## src/octree_node_address_unit_top_assert.svh

```systemverilog
// Assertion macros for the octree node address unit.
// Included by octree_node_address_unit_top.sv; expects clk and rst in scope.
`ifndef OCTREE_NODE_ADDRESS_UNIT_TOP_ASSERT_SVH
`define OCTREE_NODE_ADDRESS_UNIT_TOP_ASSERT_SVH

// Same-cycle implication, ignored while reset is high.
`define ONAU_ASSERT_NOW(label, ante, cons, msg) \
  label: assert property (@(posedge clk) disable iff (rst) (ante) |-> (cons)) \
    else $error(msg);

// Next-cycle implication, ignored while reset is high.
`define ONAU_ASSERT_NEXT(label, ante, cons, msg) \
  label: assert property (@(posedge clk) disable iff (rst) (ante) |=> (cons)) \
    else $error(msg);

`endif

```

## src/onau_pkg.sv

```systemverilog
// Shared constants and the command encoding of the octree node address unit.
// No dependencies.
package onau_pkg;

  localparam int COORD_BITS = 16;
  localparam int MAX_LEVEL  = 15;
  localparam int LEVEL_W    = 4;
  localparam int CMD_W      = 3;
  localparam int OCT_W      = 3;
  localparam int AXES       = 3;

  typedef enum logic [CMD_W-1:0] {
    CMD_PARENT    = 3'd0,
    CMD_CHILD     = 3'd1,
    CMD_OCTANT    = 3'd2,
    CMD_ROOT      = 3'd3,
    CMD_CONTAINER = 3'd4,
    CMD_CONTAINS  = 3'd5,
    CMD_IS_ROOT   = 3'd6
  } cmd_t;

endpackage

```

## src/octree_node_address_unit_top.sv

```systemverilog
// Octree node address unit: four-stage pipelined address arithmetic on cubic nodes.
// Depends on onau_pkg and octree_node_address_unit_top_assert.svh.
//
// Usage:
// One input channel (in_valid / in_stall) carries an item: a command, two nodes a and b
// (signed minimum corner plus edge exponent) and an octant selector for the child command.
// One output channel (out_valid / out_stall) returns exactly one result item per input
// item, in order: a result node, an octant answer, a flag and an error bit. Fields that a
// command does not produce are zero, and every field but error is zero on an error.
// An item is accepted on a rising edge with valid high and stall low.
// A result passes through stages A, B and C and the output register. The block takes
// one item per cycle while out_stall is low: each of the four register stages advances
// whenever the stage after it is empty or moving.
// Stage A extends the corners and forms the node ends, floors and child sums. Stage B
// does the containment compares, the octant midpoints and the folded difference words.
// Stage C runs the leading-one counts that give the container and root levels, and the
// octant compares. The output register selects the result for the command.
// When the receiver holds out_stall, the result stays in the output register, the stages
// behind it fill up, and in_stall rises only once all four stages hold an item.
// Synchronous reset empties the pipeline; no item is in flight after it.
`include "octree_node_address_unit_top_assert.svh"

module octree_node_address_unit_top #(
  parameter int COORD_BITS = onau_pkg::COORD_BITS
) (
  input  logic                              clk,
  input  logic                              rst,
  input  logic                              in_valid,
  output logic                              in_stall,
  input  logic [onau_pkg::CMD_W-1:0]        command,
  input  logic signed [COORD_BITS-1:0]      a_x,
  input  logic signed [COORD_BITS-1:0]      a_y,
  input  logic signed [COORD_BITS-1:0]      a_z,
  input  logic [onau_pkg::LEVEL_W-1:0]      a_level,
  input  logic signed [COORD_BITS-1:0]      b_x,
  input  logic signed [COORD_BITS-1:0]      b_y,
  input  logic signed [COORD_BITS-1:0]      b_z,
  input  logic [onau_pkg::LEVEL_W-1:0]      b_level,
  input  logic [onau_pkg::OCT_W-1:0]        child_octant,
  output logic                              out_valid,
  input  logic                              out_stall,
  output logic signed [COORD_BITS-1:0]      res_x,
  output logic signed [COORD_BITS-1:0]      res_y,
  output logic signed [COORD_BITS-1:0]      res_z,
  output logic [onau_pkg::LEVEL_W-1:0]      res_level,
  output logic [onau_pkg::OCT_W-1:0]        octant_out,
  output logic                              octant_valid,
  output logic                              flag,
  output logic                              error
);

  localparam int AXES = onau_pkg::AXES;
  // The largest edge in use is 2^(2^LEVEL_W), the parent of the top level; two guard
  // bits keep ends and sums of signed corners exact.
  localparam int SPAN = 2 ** onau_pkg::LEVEL_W;
  localparam int EW   = ((COORD_BITS > SPAN) ? COORD_BITS : SPAN) + 2;
  localparam int LW   = $clog2(EW + 2);

  typedef logic signed [EW-1:0]         ext_t;
  typedef logic signed [COORD_BITS-1:0] crd_t;

  function automatic ext_t sext(input logic [COORD_BITS-1:0] v);
    sext = {{(EW - COORD_BITS){v[COORD_BITS-1]}}, v};
  endfunction

  function automatic ext_t pow2(input logic [LW-1:0] k);
    pow2 = ext_t'(1) << k;
  endfunction

  function automatic ext_t low_mask(input logic [LW-1:0] k);
    low_mask = pow2(k) - ext_t'(1);
  endfunction

  // Position of the highest set bit plus one; zero for an all-zero word.
  function automatic logic [LW-1:0] bit_len(input logic [EW-1:0] v);
    bit_len = '0;
    for (int i = 0; i < EW; i++) begin
      if (v[i]) begin
        bit_len = LW'(i + 1);
      end
    end
  endfunction

  // ---------------------------------------------------------------------------------------
  // Flow control: each stage advances when it is empty or the next one advances.
  // ---------------------------------------------------------------------------------------
  logic en_a, en_b, en_c, en_d;
  logic sa_valid, sb_valid, sc_valid;

  assign en_d     = !out_valid || !out_stall;
  assign en_c     = !sc_valid || en_d;
  assign en_b     = !sb_valid || en_c;
  assign en_a     = !sa_valid || en_b;
  assign in_stall = !en_a;

  always_ff @(posedge clk) begin
    if (rst) begin
      sa_valid  <= 1'b0;
      sb_valid  <= 1'b0;
      sc_valid  <= 1'b0;
      out_valid <= 1'b0;
    end else begin
      if (en_a) begin
        sa_valid <= in_valid;
      end
      if (en_b) begin
        sb_valid <= sa_valid;
      end
      if (en_c) begin
        sc_valid <= sb_valid;
      end
      if (en_d) begin
        out_valid <= sc_valid;
      end
    end
  end

  // ---------------------------------------------------------------------------------------
  // Stage A: sign extension, node ends, parent floor and child corner.
  // ---------------------------------------------------------------------------------------
  ext_t           a_in [AXES];
  ext_t           b_in [AXES];
  logic [LW-1:0]  a_lv_in, b_lv_in;

  assign a_in[0] = sext(a_x);
  assign a_in[1] = sext(a_y);
  assign a_in[2] = sext(a_z);
  assign b_in[0] = sext(b_x);
  assign b_in[1] = sext(b_y);
  assign b_in[2] = sext(b_z);
  assign a_lv_in = LW'(a_level);
  assign b_lv_in = LW'(b_level);

  ext_t a_hi_next   [AXES];
  ext_t a_last_next [AXES];
  ext_t b_last_next [AXES];
  ext_t p_lo_next   [AXES];
  ext_t child_sum   [AXES];

  // The last cell of a node is corner + 2^level - 1; the parent corner is the corner
  // with the low level+1 bits cleared, which is a floor for negative corners too.
  always_comb begin
    for (int i = 0; i < AXES; i++) begin
      a_hi_next[i]   = a_in[i] + pow2(a_lv_in);
      a_last_next[i] = a_in[i] + low_mask(a_lv_in);
      b_last_next[i] = b_in[i] + low_mask(b_lv_in);
      p_lo_next[i]   = a_in[i] & ~low_mask(a_lv_in + LW'(1));
      child_sum[i]   = a_in[i] + (child_octant[i] ? pow2(a_lv_in - LW'(1)) : '0);
    end
  end

  onau_pkg::cmd_t sa_cmd;
  logic [LW-1:0]  sa_a_lv, sa_b_lv;
  ext_t           sa_a      [AXES];
  ext_t           sa_b      [AXES];
  ext_t           sa_a_hi   [AXES];
  ext_t           sa_a_last [AXES];
  ext_t           sa_b_last [AXES];
  ext_t           sa_p_lo   [AXES];
  crd_t           sa_child  [AXES];

  always_ff @(posedge clk) begin
    if (en_a) begin
      sa_cmd  <= onau_pkg::cmd_t'(command);
      sa_a_lv <= a_lv_in;
      sa_b_lv <= b_lv_in;
      for (int i = 0; i < AXES; i++) begin
        sa_a[i]      <= a_in[i];
        sa_b[i]      <= b_in[i];
        sa_a_hi[i]   <= a_hi_next[i];
        sa_a_last[i] <= a_last_next[i];
        sa_b_last[i] <= b_last_next[i];
        sa_p_lo[i]   <= p_lo_next[i];
        sa_child[i]  <= child_sum[i][COORD_BITS-1:0];
      end
    end
  end

  // ---------------------------------------------------------------------------------------
  // Stage B: containment both ways, centred-cube test, octant midpoints, and the folded
  // words whose bit length gives the container and root levels.
  // ---------------------------------------------------------------------------------------
  logic          hold_ab_next, hold_ba_next, sign_err_next, is_root_next;
  logic [EW-1:0] d_next, v_next;
  ext_t          mid_next [AXES];

  // A node at level k holds b exactly when b's first and last cells agree with a's
  // corner above bit k-1, so the smallest ancestor level is the bit length of the OR
  // of those differences. For the root, max(|lo|,|hi|) - 1 of an aligned cell is lo
  // with its low bits set, or ~lo for a negative cell; the bit length of the OR over
  // the axes equals that of the maximum.
  always_comb begin
    ext_t rnd_hi;
    ext_t rnd_lo;
    hold_ab_next  = 1'b1;
    hold_ba_next  = 1'b1;
    sign_err_next = 1'b0;
    is_root_next  = 1'b1;
    d_next        = '0;
    v_next        = '0;
    rnd_hi        = '0;
    rnd_lo        = '0;
    for (int i = 0; i < AXES; i++) begin
      if (sa_b[i] < sa_a[i] || sa_b_last[i] > sa_a_last[i]) begin
        hold_ab_next = 1'b0;
      end
      if (sa_a[i] < sa_b[i] || sa_a_last[i] > sa_b_last[i]) begin
        hold_ba_next = 1'b0;
      end
      if (sa_a[i][EW-1] != sa_b[i][EW-1]) begin
        sign_err_next = 1'b1;
      end
      if (sa_a[i] + sa_a_hi[i] != '0) begin
        is_root_next = 1'b0;
      end
      d_next = d_next | (sa_a[i] ^ sa_b[i]) | (sa_a[i] ^ sa_b_last[i]);
      v_next = v_next | (sa_p_lo[i][EW-1] ? ~sa_p_lo[i]
                                          : (sa_p_lo[i] | low_mask(sa_a_lv + LW'(1))));
      // Halves round toward zero: an odd negative value takes one back after the shift.
      rnd_hi[0]   = sa_a_hi[i][EW-1] & sa_a_hi[i][0];
      rnd_lo[0]   = sa_a[i][EW-1] & sa_a[i][0];
      mid_next[i] = (sa_a_hi[i] >>> 1) + (sa_a[i] >>> 1) + rnd_hi + rnd_lo;
    end
  end

  onau_pkg::cmd_t sb_cmd;
  logic [LW-1:0]  sb_a_lv, sb_b_lv;
  logic           sb_hold_ab, sb_hold_ba, sb_sign_err, sb_is_root;
  logic [EW-1:0]  sb_d, sb_v;
  ext_t           sb_mid    [AXES];
  ext_t           sb_b      [AXES];
  ext_t           sb_b_last [AXES];
  crd_t           sb_a_w    [AXES];
  crd_t           sb_parent [AXES];
  crd_t           sb_child  [AXES];

  always_ff @(posedge clk) begin
    if (en_b) begin
      sb_cmd      <= sa_cmd;
      sb_a_lv     <= sa_a_lv;
      sb_b_lv     <= sa_b_lv;
      sb_hold_ab  <= hold_ab_next;
      sb_hold_ba  <= hold_ba_next;
      sb_sign_err <= sign_err_next;
      sb_is_root  <= is_root_next;
      sb_d        <= d_next;
      sb_v        <= v_next;
      for (int i = 0; i < AXES; i++) begin
        sb_mid[i]    <= mid_next[i];
        sb_b[i]      <= sa_b[i];
        sb_b_last[i] <= sa_b_last[i];
        sb_a_w[i]    <= sa_a[i][COORD_BITS-1:0];
        sb_parent[i] <= sa_p_lo[i][COORD_BITS-1:0];
        sb_child[i]  <= sa_child[i];
      end
    end
  end

  // ---------------------------------------------------------------------------------------
  // Stage C: leading-one counts for the container and root levels, octant compares.
  // ---------------------------------------------------------------------------------------
  logic [LW-1:0]   cont_lv_next, root_s_next;
  logic [AXES-1:0] oct_bits_next;
  logic            oct_ok_next;

  always_comb begin
    logic [LW-1:0]   lv_floor;
    logic [LW-1:0]   d_len;
    logic [AXES-1:0] straddle;
    lv_floor     = sb_a_lv + LW'(1);
    d_len        = bit_len(sb_d);
    cont_lv_next = (d_len > lv_floor) ? d_len : lv_floor;
    root_s_next  = bit_len(sb_v) + LW'(1);
    for (int i = 0; i < AXES; i++) begin
      // b ends past the midpoint when its last cell is at or above it.
      oct_bits_next[i] = sb_b_last[i] >= sb_mid[i];
      straddle[i]      = (sb_b[i] < sb_mid[i]) && (sb_b_last[i] >= sb_mid[i]);
    end
    oct_ok_next = ~|straddle;
  end

  onau_pkg::cmd_t  sc_cmd;
  logic [LW-1:0]   sc_a_lv, sc_b_lv, sc_cont_lv, sc_root_s;
  logic            sc_hold_ab, sc_hold_ba, sc_sign_err, sc_is_root, sc_oct_ok;
  logic [AXES-1:0] sc_oct_bits;
  crd_t            sc_a_w    [AXES];
  crd_t            sc_b_w    [AXES];
  crd_t            sc_parent [AXES];
  crd_t            sc_child  [AXES];

  always_ff @(posedge clk) begin
    if (en_c) begin
      sc_cmd      <= sb_cmd;
      sc_a_lv     <= sb_a_lv;
      sc_b_lv     <= sb_b_lv;
      sc_cont_lv  <= cont_lv_next;
      sc_root_s   <= root_s_next;
      sc_hold_ab  <= sb_hold_ab;
      sc_hold_ba  <= sb_hold_ba;
      sc_sign_err <= sb_sign_err;
      sc_is_root  <= sb_is_root;
      sc_oct_ok   <= oct_ok_next;
      sc_oct_bits <= oct_bits_next;
      for (int i = 0; i < AXES; i++) begin
        sc_a_w[i]    <= sb_a_w[i];
        sc_b_w[i]    <= sb_b[i][COORD_BITS-1:0];
        sc_parent[i] <= sb_parent[i];
        sc_child[i]  <= sb_child[i];
      end
    end
  end

  // ---------------------------------------------------------------------------------------
  // Output stage: pick the result for the command. Defaults are zero, and an error
  // branch sets only the error bit, so an error item carries an all-zero payload.
  // ---------------------------------------------------------------------------------------
  crd_t                         res_next [AXES];
  logic [LW-1:0]                lv_next;
  logic [onau_pkg::OCT_W-1:0]   oct_next;
  logic                         ovalid_next, flag_next, err_next;

  always_comb begin
    ext_t root_c;
    ext_t cont_mask;
    root_c      = -pow2(sc_root_s - LW'(1));
    cont_mask   = low_mask(sc_cont_lv);
    lv_next     = '0;
    oct_next    = '0;
    ovalid_next = 1'b0;
    flag_next   = 1'b0;
    err_next    = 1'b0;
    for (int i = 0; i < AXES; i++) begin
      res_next[i] = '0;
    end
    case (sc_cmd)
      onau_pkg::CMD_PARENT: begin
        if (sc_a_lv >= LW'(onau_pkg::MAX_LEVEL)) begin
          err_next = 1'b1;
        end else begin
          for (int i = 0; i < AXES; i++) begin
            res_next[i] = sc_parent[i];
          end
          lv_next = sc_a_lv + LW'(1);
        end
      end
      onau_pkg::CMD_CHILD: begin
        if (sc_a_lv == '0) begin
          err_next = 1'b1;
        end else begin
          for (int i = 0; i < AXES; i++) begin
            res_next[i] = sc_child[i];
          end
          lv_next = sc_a_lv - LW'(1);
        end
      end
      onau_pkg::CMD_OCTANT: begin
        if (!sc_hold_ab) begin
          err_next = 1'b1;
        end else if (sc_a_lv != '0 && sc_oct_ok) begin
          ovalid_next = 1'b1;
          oct_next    = sc_oct_bits;
        end
      end
      onau_pkg::CMD_ROOT: begin
        if (sc_root_s > LW'(onau_pkg::MAX_LEVEL) || sc_root_s > LW'(COORD_BITS)) begin
          err_next = 1'b1;
        end else begin
          for (int i = 0; i < AXES; i++) begin
            res_next[i] = root_c[COORD_BITS-1:0];
          end
          lv_next = sc_root_s;
        end
      end
      onau_pkg::CMD_CONTAINER: begin
        if (sc_sign_err) begin
          err_next = 1'b1;
        end else if (sc_hold_ab) begin
          for (int i = 0; i < AXES; i++) begin
            res_next[i] = sc_a_w[i];
          end
          lv_next = sc_a_lv;
        end else if (sc_hold_ba) begin
          for (int i = 0; i < AXES; i++) begin
            res_next[i] = sc_b_w[i];
          end
          lv_next = sc_b_lv;
        end else if (sc_cont_lv > LW'(onau_pkg::MAX_LEVEL)) begin
          err_next = 1'b1;
        end else begin
          for (int i = 0; i < AXES; i++) begin
            res_next[i] = sc_a_w[i] & ~cont_mask[COORD_BITS-1:0];
          end
          lv_next = sc_cont_lv;
        end
      end
      onau_pkg::CMD_CONTAINS: begin
        flag_next = sc_hold_ab;
      end
      onau_pkg::CMD_IS_ROOT: begin
        flag_next = sc_is_root;
      end
      default: begin
        err_next = 1'b1;
      end
    endcase
  end

  always_ff @(posedge clk) begin
    if (en_d) begin
      res_x        <= res_next[0];
      res_y        <= res_next[1];
      res_z        <= res_next[2];
      res_level    <= lv_next[onau_pkg::LEVEL_W-1:0];
      octant_out   <= oct_next;
      octant_valid <= ovalid_next;
      flag         <= flag_next;
      error        <= err_next;
    end
  end

  // ---------------------------------------------------------------------------------------
  // Assertions
  // ---------------------------------------------------------------------------------------
  logic                            err_out, oct_out, oct_alone, payload_zero;
  logic                            pipe_full, b_blocked;
  logic [onau_pkg::CMD_W+2*EW-1:0] sb_word;

  assign err_out      = out_valid && error;
  assign oct_out      = out_valid && octant_valid;
  assign oct_alone    = !error && !flag && res_level == '0;
  assign payload_zero = res_x == '0 && res_y == '0 && res_z == '0 && res_level == '0 &&
                        octant_out == '0 && !octant_valid && !flag;
  assign pipe_full    = sa_valid && sb_valid && sc_valid && out_valid && out_stall;
  assign b_blocked    = sb_valid && !en_b;
  assign sb_word      = {sb_cmd, sb_d, sb_v};

  `ONAU_ASSERT_NOW(a_err_clears_payload, err_out, payload_zero, "error result with a payload")
  `ONAU_ASSERT_NOW(a_octant_exclusive, oct_out, oct_alone, "octant answer with other results")
  `ONAU_ASSERT_NOW(a_stall_only_when_full, in_stall, pipe_full, "input stalled with a bubble")
  `ONAU_ASSERT_NEXT(a_stage_b_holds, b_blocked, sb_valid && $stable(sb_word), "stage B changed")

endmodule

```

## config.mk

```make
export PLATFORM = sky130hd
export DESIGN_NAME = octree_node_address_unit_top
export DESIGN_NICKNAME = d
export VERILOG_FILES = /design/src/onau_pkg.sv /design/src/octree_node_address_unit_top.sv
export VERILOG_INCLUDE_DIRS = /design/src /design/src/src
export SDC_FILE = /design/constraint.sdc
export NUM_CORES = 2
export LEC_CHECK = 0
export BUFFER_PORTS_ARGS = -buffer_cell sky130_fd_sc_hd__buf_4
export CORE_MARGIN = 2
export CORE_UTILIZATION = 45
export DETAILED_ROUTE_END_ITERATION = 8
export PLACE_DENSITY = 0.6
export SLEW_MARGIN = 20
export SYNTH_ARGS = -nofsm -noshare
export SYNTH_HDL_FRONTEND = slang
export SYNTH_SLANG_ARGS = --single-unit
```

## constraint.sdc

```tcl
create_clock -name clk -period 24.4 [get_ports clk]
set_clock_uncertainty 0.05 [all_clocks]
set_input_delay 3.66 -clock clk [delete_from_list [all_inputs] [get_ports clk]]
set_output_delay 3.66 -clock clk [all_outputs]
set_load 0.02 [all_outputs]
```

# --- Word level (Yosys, flattened, before mapping) ---
# Memories as Yosys holds them, arrays and structs flattened.
# Cells that the tools add are included.
word_totals:
  in_bits: 114
  memories: 17
  romBits: 0
  regBits: 153
  ramBits: 870
  wordCells: 278
  latch_bits: 0
  output_inout_bits: 60
classes:
  multipliers: 0
  n_eq_ne: 9
  mux: 80
  n_reduce_logical: 36
  shifts: 7
  add_sub_neg: 38
  n_bitwise: 33
  n_div: 0
  n_lt_le_gt_ge: 23
mem_list:
  columns: ["memory", "words", "word_bits", "rd", "rd_clocked_by_memory_dff", "wr", "line_no", "source"]
  rows:
  - ["sa_a", 3, 18, 3, 0, 3, "octree_node_address_unit_top.sv:154", "ext_t sa_a [AXES];"]
  - ["sa_a_hi", 3, 18, 3, 0, 3, "octree_node_address_unit_top.sv:156", "ext_t sa_a_hi [AXES];"]
  - ["sa_a_last", 3, 18, 3, 0, 3, "octree_node_address_unit_top.sv:157", "ext_t sa_a_last [AXES];"]
  - ["sa_b", 3, 18, 3, 0, 3, "octree_node_address_unit_top.sv:155", "ext_t sa_b [AXES];"]
  - ["sa_b_last", 3, 18, 3, 0, 3, "octree_node_address_unit_top.sv:158", "ext_t sa_b_last [AXES];"]
  - ["sa_p_lo", 3, 18, 3, 0, 3, "octree_node_address_unit_top.sv:159", "ext_t sa_p_lo [AXES];"]
  - ["+11 memories", null, null, null, null, null, null, null]
ops:
  columns: ["operator", "n"]
  rows:
  - ["two-way mux 48 bit", 7]
  - ["case mux 48 bit (4 select lines)", 1]
  - ["OR 18 bit", 10]
  - ["two-way mux 5 bit", 35]
  - ["adder 16 x 18 -> 18 bit", 9]
  - ["< comparator 18 bit", 9]
  - ["adder 18 x 2 -> 18 bit", 6]
  - ["greater-than comparator 18 bit", 6]
  - ["bitwise XOR 18 bit", 6]
  - ["inverter 18 bit", 4]
  - ["subtractor 18 x 2 -> 18 bit (second input constant)", 4]
  - ["adder 17 x 17 -> 18 bit", 3]
  - ["adder 18 bit", 3]
  - ["AND 16 x 18 -> 18 bit", 3]
  - ["greater-or-equal comparator 18 bit", 3]
  - ["two-way mux 18 bit", 3]
  - ["nonzero test 18 bit", 3]
  - ["adder 16 bit", 3]
  - ["AND 16 bit", 3]
  - ["two-way mux 16 bit", 3]
  - ["<< shifter 1 x 5 -> 16 bit (first input constant)", 3]
  - ["<< shifter 1 x 4 -> 18 bit (first input constant)", 2]
  - ["<< shifter 1 x 5 -> 18 bit (first input constant)", 2]
  - ["two-way mux 4 bit", 7]
  - ["32 further kinds", 88]

# --- Logic depth before layout (Yosys ltp) ---
depth:
  ltp_word: 20
  mapped_depth: 20
  mapped_depth_nobuf: 18

# --- Least setup slack after synthesis ---
# No wires, ideal clock.
synth_timing:
  path_kind: "input-to-output"
  startpoint: "input out_stall"
  endpoint: "output in_stall"
  arrival_time_ns: 14.986
  setup_slack_ns: 5.704
  required_time_ns: 20.690
  n_path_buf: 0
  cell_stages: 3
  path_cell_list: "and3_1 nand3_1 inv_1"
synth_between:
  elab_chain_len: 6
synth_rtl:
  columns: ["element", "line_no", "source"]
  rows:
  - ["from (decl)", "octree_node_address_unit_top.sv:41", "input logic out_stall,"]
  - ["zero test 1 bit", "octree_node_address_unit_top.sv:90", "assign en_d = !out_valid || !out_stall;"]
  - ["logical OR 1 bit", "octree_node_address_unit_top.sv:90", null]
  - ["logical OR 1 bit", "octree_node_address_unit_top.sv:91", "assign en_c = !sc_valid || en_d;"]
  - ["logical OR 1 bit", "octree_node_address_unit_top.sv:92", "assign en_b = !sb_valid || en_c;"]
  - ["logical OR 1 bit", "octree_node_address_unit_top.sv:93", "assign en_a = !sa_valid || en_b;"]
  - ["zero test 1 bit", "octree_node_address_unit_top.sv:94", "assign in_stall = !en_a;"]
  - ["to (decl)", "octree_node_address_unit_top.sv:29", "output logic in_stall,"]
# No other way between the ends.

# --- Worst setup path in the final report ---
# Same ends and word-level chain as after synthesis.

==> results.py <==
metrics = {
    "run_status": {
        "status": "finished, final reports clean",
    },
    "clocking": {
        "cts_max_level": 3,
        "cts_tree": "built",
        "cts.sinks": 1005,
        "cts_max_path_buffers": 3,
        "clk_pin_slew_ps": 60,
        "cts_made_buffers": 109,
        "clk_latency_ps": 730,
        "post_cts_buffers": 0,
        "post_cts_resized": 0,
        "cts_hold_buf": 0,
        "root_buffer": "clkbuf_16",
    },
    "synthesis": {
        "yosysSeqAreaShare_pct": 53.8,
        "syn-instance-count": 4714,
        "synth_common_cells": "1001 x edfxtp_1, 529 x ha_1, 425 x inv_1",
        "synth_warnings": 0,
        "synth_cell_types": 93,
        "netlist_area_sq_um": 56100,
        "yosysTopAreaCell": "edfxtp_1",
        "yosysTopAreaCellShare_pct": 53.6,
        "ys_seq_elements": 1005,
        "ys_async_sr_fraction_pct": 0,
        "synth_top_cells_by_area": "edfxtp_1 54%, ha_1 12%, xnor2_1 3.2%, inv_1 2.8%, a21oi_1 2.4%",
        "synth_most_common_cell": "edfxtp_1",
        "synthFlopType": "edfxtp_1",
        "postSynthAreaPerCell_sq_um": 11.9,
        "synth_edf_count": 1001,
    },
    "sta": {
        "fin_crit_ps": 8470,
        "worst_pin_slew_ps": 1370,
        "final_max_slew_viol_count": 0,
        "hold-worst-slack_ps": 349,
        "setup_viol": 0,
        "finalSetupTns_ps": 0,
        "fin_crit_sh_pct": 34.7,
        "fmax_mhz": 118,
        "rsz0062_at_grt": "false",
        "hold_violations": 0,
        "relSlewSlack_pct": 8.41,
    },
    "global_route": {
        "grt_pass1_vias": 36600,
        "grt_pass1_wl_um": 272000,
        "overflow": 0,
        "antenna_found_initial": 14,
        "grt_max_degree": 111,
        "track_usage_pct": 30.4,
    },
    "route": {
        "drt-wirelength-per-cell_um": 29.4,
        "drc": 0,
        "dr.pass1.iters": 6,
        "viasPerCell": 5.98,
        "first_iter_violations": 4951,
        "postRouteAntennaNets": 0,
        "vias": 39900,
        "drt_wl_total_um": 196000,
    },
    "die": {
        "ios": 174,
        "start_util_pct": 45.4,
        "rows": 129,
        "fp.dieH_um": 357,
        "fp.coreArea_sq_um": 124000,
        "die_x_um": 357,
        "die_area_sq_um": 127000,
    },
    "placed_design": {
        "hpwl_um": 155000,
        "place_congestion": 0.980,
        "numPortBuffers": 173,
    },
    "worst_setup_path": {
        "slowest_stage": "and3_1",
        "startpoint": "out_stall",
        "end_kind": "primary output",
        "reg2reg_depth": 11,
        "cp_data_required_time_ps": 20690,
        "slowest_delay_ps": 420,
        "worstPathCellList": "buf_4 > and3_1 > nand3_4 > inv_1 > buf_4",
        "r2r-end": "sb_is_root",
        "crit_type": "in -> out",
        "cp_top_family": "simple AND/OR/NAND/NOR gates",
        "cpMostUsedCell": "buf_4",
        "start_kind": "input pin",
        "path_max_fanout": 5,
        "crit_buf_inv": 3,
        "r2r_start": "sa_a[0][0]",
        "rrSetupSlack_ps": 18980,
        "critPathArrivalTime_ps": 4760,
    },
    "layout": {
        "num-nets-final": 5655,
        "area_delta_synth_final_pct": 12.3,
        "seq_area_sq_um": 30100,
        "drive_gt1_share_pct": 8.60,
        "multi_input_area_sq_um": 24100,
        "fillers": 11000,
    },
    "job": {
        "cap_violations": 0,
    },
    "min_path": {
        "min_to": "sc_child[0][40]",
        "hp-class": "reg -> reg",
        "worstHoldPathCells": 0,
        "hold_start": "sb_child[0][40]",
    },
    "pwr": {
        "p_leak_nw": 26.1,
        "p_total_w": 0.00512,
        "max-vdd-ir-drop_mv": 0.0627,
        "power.density_nw_per_um2": 81.3,
        "power_frac_comb_pct": 22.7,
        "p_int_w": 0.00349,
        "seqPwrFrac_pct": 45.4,
        "sw_frac_of_total_pct": 31.7,
        "p_switching_w": 0.00162,
        "clock_power_share_pct": 31.9,
    },
}
## power groups by stage
stage / Clock (W) / Sequential, W / Combinational (W)
2_1_floorplan: 0 / 0.00224 / 0.000731
3_3_place_gp: 0 / 0.00235 / 0.00111
3_5_place_dp: 0 / 0.00236 / 0.00112
4_1_cts: 0.00165 / 0.00232 / 0.00113
5_1_grt: 0.00172 / 0.00233 / 0.00127
6_report: 0.00163 / 0.00232 / 0.00116
## how the worst max path moves through the flow
stage | depth (start not counted) | slack (ps) | to
floorplan | 3 | 5700 | in_stall
global placement | 18 | 15490 | sa_a_last[0][17]
detailed placement | 18 | 15430 | sa_a_last[0][17]
CTS | 5 | 15920 | in_stall
global route | 18 | 15770 | sa_a_last[0][17]
finish | 5 | 15930 | in_stall
## layout make-up
cell class	instances	area share [%]
multi-input combinational	3189	38.2
tap	1637	3.25
sequential	1005	47.9
timing repair buffer	214	2.55
antenna	1	0.00397
clock buffer	121	4.47
clock inverter	75	1.08
inverter	430	2.58
## through the flow
step	std cells	setup slack, ps	utilization (%)	cell area, sq um
after floorplan	4716	5700	-	56100
after detailed placement	6475	15430	48.1	59500
final	6672	15930	50.9	63000
after global routing	6671	15770	50.9	63000
after global placement	6475	15490	48.1	59500
after CTS	6671	15920	50.9	63000
## registers in the layout (all words and copies together) (netlist names), 54 cells and up
register	flops
sa_a_hi	54
sa_p_lo	54
sa_a_last	54
sb_b_last	54
sa_b_last	54
sb_mid	54
## metal layers
metal / global-route usage, % / vias to the layer above / wire length [um]
met5: 0 / - / 74
met3: 5.46 / 284 / 16800
met4: 9.46 / 12 / 6850
li1: - / 18000 / -
met1: 44.9 / 19800 / 87600
met2: 45.6 / 1769 / 85000
## cells in the final DEF, fill, tap and decap left out, types with 55 or more instances in the layout
cell,instances
a22oi_1,62
inv_1,424
nand2_1,239
xnor2_1,203
o21ai_0,194
a21o_1,81
nor2b_1,74
nor2_1,304
nand3_1,90
buf_4,214
ha_1,529
nor3_1,127
edfxtp_1,1001
and2_1,55
a21oi_1,269
fa_1,63
xor2_1,131
clkbuf_16,111
## cell families after synthesis
family,Yosys count,synth area share [%]
adders and majority gates,594,14.1
DFF,1005,53.8
other,1,0.00669
buffers and inverters,522,3.50
muxes,25,0.453
xor gates and xnor gates,334,5.22
AOI/OAI and AO/OA,1046,12.4
and+or+nand+nor,1187,10.6
(Power assumes the default switching activity.)
